`config.mk`:
```
export PLATFORM = sky130hd
export DESIGN_NAME = aabb_overlap_resolve
export DESIGN_NICKNAME = d
export VERILOG_FILES = /design/src/rtl/core/aabb_pkg.sv /design/src/rtl/core/aabb_overlap_resolve.sv
export SDC_FILE = /design/constraint.sdc
export NUM_CORES = 2
export LEC_CHECK = 0
export ABC_AREA = 1
export BUFFER_PORTS_ARGS = -buffer_cell sky130_fd_sc_hd__buf_2
export CORE_ASPECT_RATIO = 0.9
export CORE_MARGIN = 2
export CORE_UTILIZATION = 45
export DETAILED_ROUTE_END_ITERATION = 10
export GPL_ROUTABILITY_DRIVEN = 1
export SLEW_MARGIN = 0
export SYNTH_ARGS = -nofsm -noshare
export SYNTH_HDL_FRONTEND = slang
export SYNTH_SLANG_ARGS = --single-unit
```
`constraint.sdc`:
```
create_clock -name clk_i -period 26 [get_ports clk_i]
set_input_delay 3.9 -clock clk_i [delete_from_list [all_inputs] [get_ports clk_i]]
set_output_delay 3.9 -clock clk_i [all_outputs]
set_load 0.02 [all_outputs]
```
`src/rtl/core/aabb_pkg.sv`:
```
// Package for the box overlap resolver: widths and beat types.
`default_nettype none
package aabb_pkg;

  localparam int CoordBits = 24;
  localparam int HalfBits  = CoordBits - 2;
  localparam int ReachBits = CoordBits - 1;

  typedef struct packed {
    logic signed [CoordBits-1:0] body_x;
    logic signed [CoordBits-1:0] body_y;
    logic        [HalfBits-1:0]  body_half_w;
    logic        [HalfBits-1:0]  body_half_h;
    logic        [ReachBits-1:0] body_reach;
    logic signed [CoordBits-1:0] other_x;
    logic signed [CoordBits-1:0] other_y;
    logic        [HalfBits-1:0]  other_half_w;
    logic        [HalfBits-1:0]  other_half_h;
    logic        [ReachBits-1:0] other_reach;
    logic                        either_trigger;
  } pair_beat_t;

  typedef struct packed {
    logic                        hit;
    logic signed [CoordBits-1:0] shift_x;
    logic signed [CoordBits-1:0] shift_y;
    logic                        stop_vx;
    logic                        stop_vy;
  } push_beat_t;

endpackage
`default_nettype wire

```
`src/rtl/core/aabb_overlap_resolve.sv`:
```
// Box pair overlap test with minimum-axis push, three-stage pipeline.
//
// One pair is taken in every cycle (busy_o never rises) and its result shows on
// res_o for one cycle past in_vld_q, mid_vld_q, marked by res_valid_o. Stage one
// registers the pair; stage two forms the squared centre distances in two 25x25
// multipliers and the squared reach sum in one 24x24 multiplier, next to the
// interval test and the push; stage three adds the squares and compares them
// against the reach square, then zeroes the push if the coarse test fails. The
// receiver cannot stall, so every result must be taken in the cycle it is shown.
`default_nettype none
module aabb_overlap_resolve (
  input  wire                 clk_i,
  input  wire                 rst_ni,
  input  wire                 start_i,
  output logic                busy_o,
  input  aabb_pkg::pair_beat_t in_i,
  output logic                res_valid_o,
  output aabb_pkg::push_beat_t res_o
);
  import aabb_pkg::*;

  localparam int W1 = CoordBits + 1;
  localparam int W2 = CoordBits + 2;
  localparam int WQ = 2 * CoordBits + 2;
  localparam int WR = 2 * CoordBits;

  pair_beat_t in_q;
  logic       in_vld_q;

  logic [WQ-1:0] qx_q, qy_q;
  logic [WR-1:0] r2_q;
  push_beat_t    push_q;
  logic          mid_vld_q;

  // stage one: capture
  assign busy_o = 1'b0;

  always_ff @(posedge clk_i or negedge rst_ni) begin
    if (!rst_ni) begin
      in_vld_q <= 1'b0;
    end else begin
      in_vld_q <= start_i;
    end
  end

  always_ff @(posedge clk_i) begin
    if (start_i) begin
      in_q <= in_i;
    end
  end

  // stage two: squares, intervals, push
  logic signed [W1-1:0] ddx, ddy;
  logic [W1-1:0]        adx, ady;
  logic [CoordBits-1:0] rs;
  logic [WQ-1:0]        qx_d, qy_d;
  logic [WR-1:0]        r2_d;

  logic signed [W1-1:0] bl, br, bt, bb, ol, orr, ot, ob;
  logic signed [W1-1:0] lft, rgt, top, bot;
  logic signed [W2-1:0] dep_x, dep_y;
  logic [ReachBits-1:0] px, py;
  logic signed [CoordBits-1:0] mag_x, mag_y;
  logic                 ovl;
  push_beat_t           push_d;

  assign ddx = W1'(in_q.other_x) - W1'(in_q.body_x);
  assign ddy = W1'(in_q.other_y) - W1'(in_q.body_y);
  assign adx = ddx[W1-1] ? W1'(-ddx) : W1'(ddx);
  assign ady = ddy[W1-1] ? W1'(-ddy) : W1'(ddy);
  assign rs  = CoordBits'(in_q.body_reach) + CoordBits'(in_q.other_reach);
  assign qx_d = WQ'(adx) * WQ'(adx);
  assign qy_d = WQ'(ady) * WQ'(ady);
  assign r2_d = WR'(rs) * WR'(rs);

  assign bl  = W1'(in_q.body_x)  - $signed(W1'(in_q.body_half_w));
  assign br  = W1'(in_q.body_x)  + $signed(W1'(in_q.body_half_w));
  assign bt  = W1'(in_q.body_y)  - $signed(W1'(in_q.body_half_h));
  assign bb  = W1'(in_q.body_y)  + $signed(W1'(in_q.body_half_h));
  assign ol  = W1'(in_q.other_x) - $signed(W1'(in_q.other_half_w));
  assign orr = W1'(in_q.other_x) + $signed(W1'(in_q.other_half_w));
  assign ot  = W1'(in_q.other_y) - $signed(W1'(in_q.other_half_h));
  assign ob  = W1'(in_q.other_y) + $signed(W1'(in_q.other_half_h));

  assign lft = (bl > ol) ? bl : ol;
  assign rgt = (br < orr) ? br : orr;
  assign top = (bt > ot) ? bt : ot;
  assign bot = (bb < ob) ? bb : ob;

  assign ovl   = (lft < rgt) && (top < bot);
  assign dep_x = W2'(rgt) - W2'(lft);
  assign dep_y = W2'(bot) - W2'(top);
  assign px    = ReachBits'(dep_x);
  assign py    = ReachBits'(dep_y);
  assign mag_x = $signed(CoordBits'(px));
  assign mag_y = $signed(CoordBits'(py));

  always_comb begin
    push_d = '0;
    if (ovl) begin
      push_d.hit = 1'b1;
      if (!in_q.either_trigger) begin
        if (dep_x < dep_y) begin
          push_d.shift_x = (in_q.body_x < in_q.other_x) ? -mag_x : mag_x;
          push_d.stop_vx = 1'b1;
        end else begin
          push_d.shift_y = (in_q.body_y < in_q.other_y) ? -mag_y : mag_y;
          push_d.stop_vy = 1'b1;
        end
      end
    end
  end

  always_ff @(posedge clk_i or negedge rst_ni) begin
    if (!rst_ni) begin
      mid_vld_q <= 1'b0;
    end else begin
      mid_vld_q <= in_vld_q;
    end
  end

  always_ff @(posedge clk_i) begin
    if (in_vld_q) begin
      qx_q   <= qx_d;
      qy_q   <= qy_d;
      r2_q   <= r2_d;
      push_q <= push_d;
    end
  end

  // stage three: coarse distance test
  logic [WQ-1:0] d2;
  logic          near;

  assign d2   = qx_q + qy_q;
  assign near = d2 < WQ'(r2_q);

  always_ff @(posedge clk_i or negedge rst_ni) begin
    if (!rst_ni) begin
      res_valid_o <= 1'b0;
    end else begin
      res_valid_o <= mid_vld_q;
    end
  end

  always_ff @(posedge clk_i) begin
    if (mid_vld_q) begin
      res_o <= near ? push_q : '0;
    end
  end

  a_res_follows_mid: assert property (@(posedge clk_i) disable iff (!rst_ni)
    res_valid_o |-> $past(mid_vld_q))
    else $error("result beat without a stage-two beat");

  a_mid_follows_in: assert property (@(posedge clk_i) disable iff (!rst_ni)
    mid_vld_q |-> $past(in_vld_q))
    else $error("stage-two beat without a captured pair");

  a_push_x: assert property (@(posedge clk_i) disable iff (!rst_ni)
    (res_valid_o && res_o.stop_vx) |->
      (res_o.hit && !res_o.stop_vy && res_o.shift_y == '0 && res_o.shift_x != '0))
    else $error("x push inconsistent");

  a_push_y: assert property (@(posedge clk_i) disable iff (!rst_ni)
    (res_valid_o && res_o.stop_vy) |->
      (res_o.hit && res_o.shift_x == '0 && res_o.shift_y != '0))
    else $error("y push inconsistent");

  a_no_stray_push: assert property (@(posedge clk_i) disable iff (!rst_ni)
    (res_valid_o && !res_o.stop_vx && !res_o.stop_vy) |->
      (res_o.shift_x == '0 && res_o.shift_y == '0))
    else $error("shift without a stopped axis");

endmodule
`default_nettype wire
```
==> flow_summary.toml <==
[finish]
nFillCells = 20130
multi_input_area_sq_um = 67370
drive_gt1_share_pct = 5.376
stdcell_area_sq_um = 99530
syn_to_final_growth_pct = 7.081
regArea_sq_um = 14430
layout.nets = 14230
num_antenna_cells = 0

[clock_tree]
cts_setup_buffers = 0
cts_buffers = 58
htree_levels = 2
clockBufferDepth = 3
cts_root_buf = "clkbuf_16"
cts_tree = "yes"
clk_pin_slew_ns = 0.07
cts_resized = 0
cts_hold_buffers = 0
clock_latency_ns = 0.74
cts_sinks = 481

[setup_path]
crit_path_end_kind = "register"
crit_required_ns = 26.43
arrival_ns = 11.60
crit_slowest_cell = "xnor2_2"
crit_type = "reg2reg"
cp_max_fo = 27
start_kind = "register"
path_common_cell = "nand2_1"
cpPeakStageDelay_ns = 0.94

[place]
port_buffers = 285
post_dp_cell_area_sq_um = 97450
preCtsSetupSlack_ns = 15.07
hpwl_mm = 238.1
globalplace.congestion = 0.9619

[floorplan]
dieHeight_um = 435.2
rows = 158
start_util_pct = 45.21
die-area_sq_um = 210200
dieWidth_um = 483.1
ioPinCount = 287
coreArea_sq_um = 205600

[sta]
fin_setup_tns_ns = 0
fin_ws_ns = 14.84
slew_headroom_pct = 14.33
post-route-period-util_pct = 42.93
worst_pin_slew_ns = 1.282
fin_skew_ns = 0.08719
max_freq_ghz = 0.08959
post-route-min-period_ns = 11.16
finalHoldViolCount = 0
rsz0062_at_grt = "false"
setup_viol = 0
slew_viol_final = 0

[routing]
final_antenna_net_count = 0
vias = 74720
wl_per_cell_um = 19.68
routed_wl_mm = 282.4
drtIter0Drc = 5291
routedLengthMet1_mm = 126.7
wl_met3_mm = 15.55
viasPerCell = 5.209
drc = 0
wl_met2_mm = 132.0
dr.pass1.iters = 6
dr.max_layer_used = "met5"

[yosys]
syn_avg_cell_area_sq_um = 8.187
synth_common_cells = "inv_1, nand2_1, fa_1, nor2_1, ha_1"
ys_seq_area_share_pct = 15.52
synth-edff-count = 478
async_flop_share_pct = 0.6237
synth_ff_type = "edfxtp_1"
synthDistinctLibCells = 69
ys_warn_count = 0
ys_seq_elements = 481
synth.cell_area_sq_um = 92950
yosysTopAreaCell = "fa_1"
ys_top_cells_by_area = "fa_1, edfxtp_1, ha_1"
synthCells = 11350
yosys.area.top_type_share_pct = 29.57
synth.most_common_cell = "inv_1"

[worst_hold_path]
hold_class = "reg2reg"

[grt]
gr-usage-all-layers_pct = 26.96
grt_pass1_wl_mm = 443.2
grt_max_degree = 154
antenna_found_initial = 3
grt_pass1_vias = 78080
gr-total-overflow = 0

[run_status]
status = "finished clean"

[flow_run]
cap_violations = 0
## layout by cell type (no fill, tap or decap), types with 12 or more instances in the layout
cell type	n
clkbuf_16	58
clkinv_1	17
nor2_1	1258
nor2_2	31
nand2_1	1734
buf_4	62
o21ai_0	404
fa_1	1373
a21oi_1	682
edfxtp_1	478
o31ai_1	15
inv_1	2679
nand4_1	80
nand2_2	31
o211ai_1	16
ha_1	1046
o21bai_1	42
a21boi_0	20
or2_2	16
xor2_1	342
nor4_1	42
inv_2	58
o21a_1	39
nand3b_1	14
buf_2	284
a21o_1	34
nor3_1	91
o221ai_1	12
xnor2_1	95
nand3_1	309
bufinv_16	12
conb_1	37
a31oi_1	62
## path summary, 6_finish.rpt
kind                             from     endpoint  slack [ns]  cells past startpoint
max                         in_q[183]     qy_q[42]       14.84                     42
min                        push_q[32]    res_o[32]        0.56                      2
max reg2reg                 in_q[183]     qy_q[42]       14.84                     42
min reg2reg                push_q[32]    res_o[32]        0.56                      2
max in group asynchronous      rst_ni     in_vld_q       22.79                      1
min in group asynchronous      rst_ni  res_valid_o        3.02                      1
## area by class of cell
type	count	area share, %
inverter	2747	10.36
sequential	481	14.50
tap	2720	3.419
clock inverter	45	0.6147
multi-input combinational	7941	67.69
timing repair buffer	348	1.931
clock buffer	63	1.477
## cells by family after synthesis
group,Yosys count,synth area share (%)
flip-flops,481,15.52
AO/OA/AOI/OAI,1383,8.215
adder cells (fa/ha/maj),2419,43.65
buffers and inverters,2966,12.16
AND/OR/NAND/NOR,3651,16.09
XOR/XNOR,451,4.359
other,2,0.008080
## per-stage QoR
step | util, % | hold slack, ns | instances
after global routing | 48.41 | 0.5953 | 14350
after detailed placement | 47.40 | 0.5315 | 14240
after floorplan | - | 0.5192 | 11390
after CTS | 48.41 | 0.5624 | 14350
after global placement | 47.40 | 0.5400 | 14240
final | 48.41 | 0.5633 | 14350
## routing by layer
metal / track usage [%] / up-vias
li1: - / 35490
met1: 37.32 / 36690
met2: 45.02 / 2194
met3: 2.872 / 345
met4: 7.157 / 2
met5: 0 / -
## critical path: cells and delay by family, from the launching register on
family / cells / cell delay [ns]
flip-flops: 1 / 0.43
buffers and inverters: 9 / 1.73
XOR/XNOR: 2 / 1.00
AND/OR/NAND/NOR: 19 / 2.56
AO/OA/AOI/OAI: 2 / 0.54
adder cells (fa/ha/maj): 10 / 4.57
## registers in the layout, summed over array words and instances, names as in the netlist
register     cells
qy_q            49
res_o           51
in_q           231
qx_q            49
r2_q            47
in_vld_q         1
push_q          51
mid_vld_q        1
res_valid_o      1
Power is left out: the tool's default activity adds up to more than one toggle a clock period on the data nets, which glitch-free logic cannot reach.
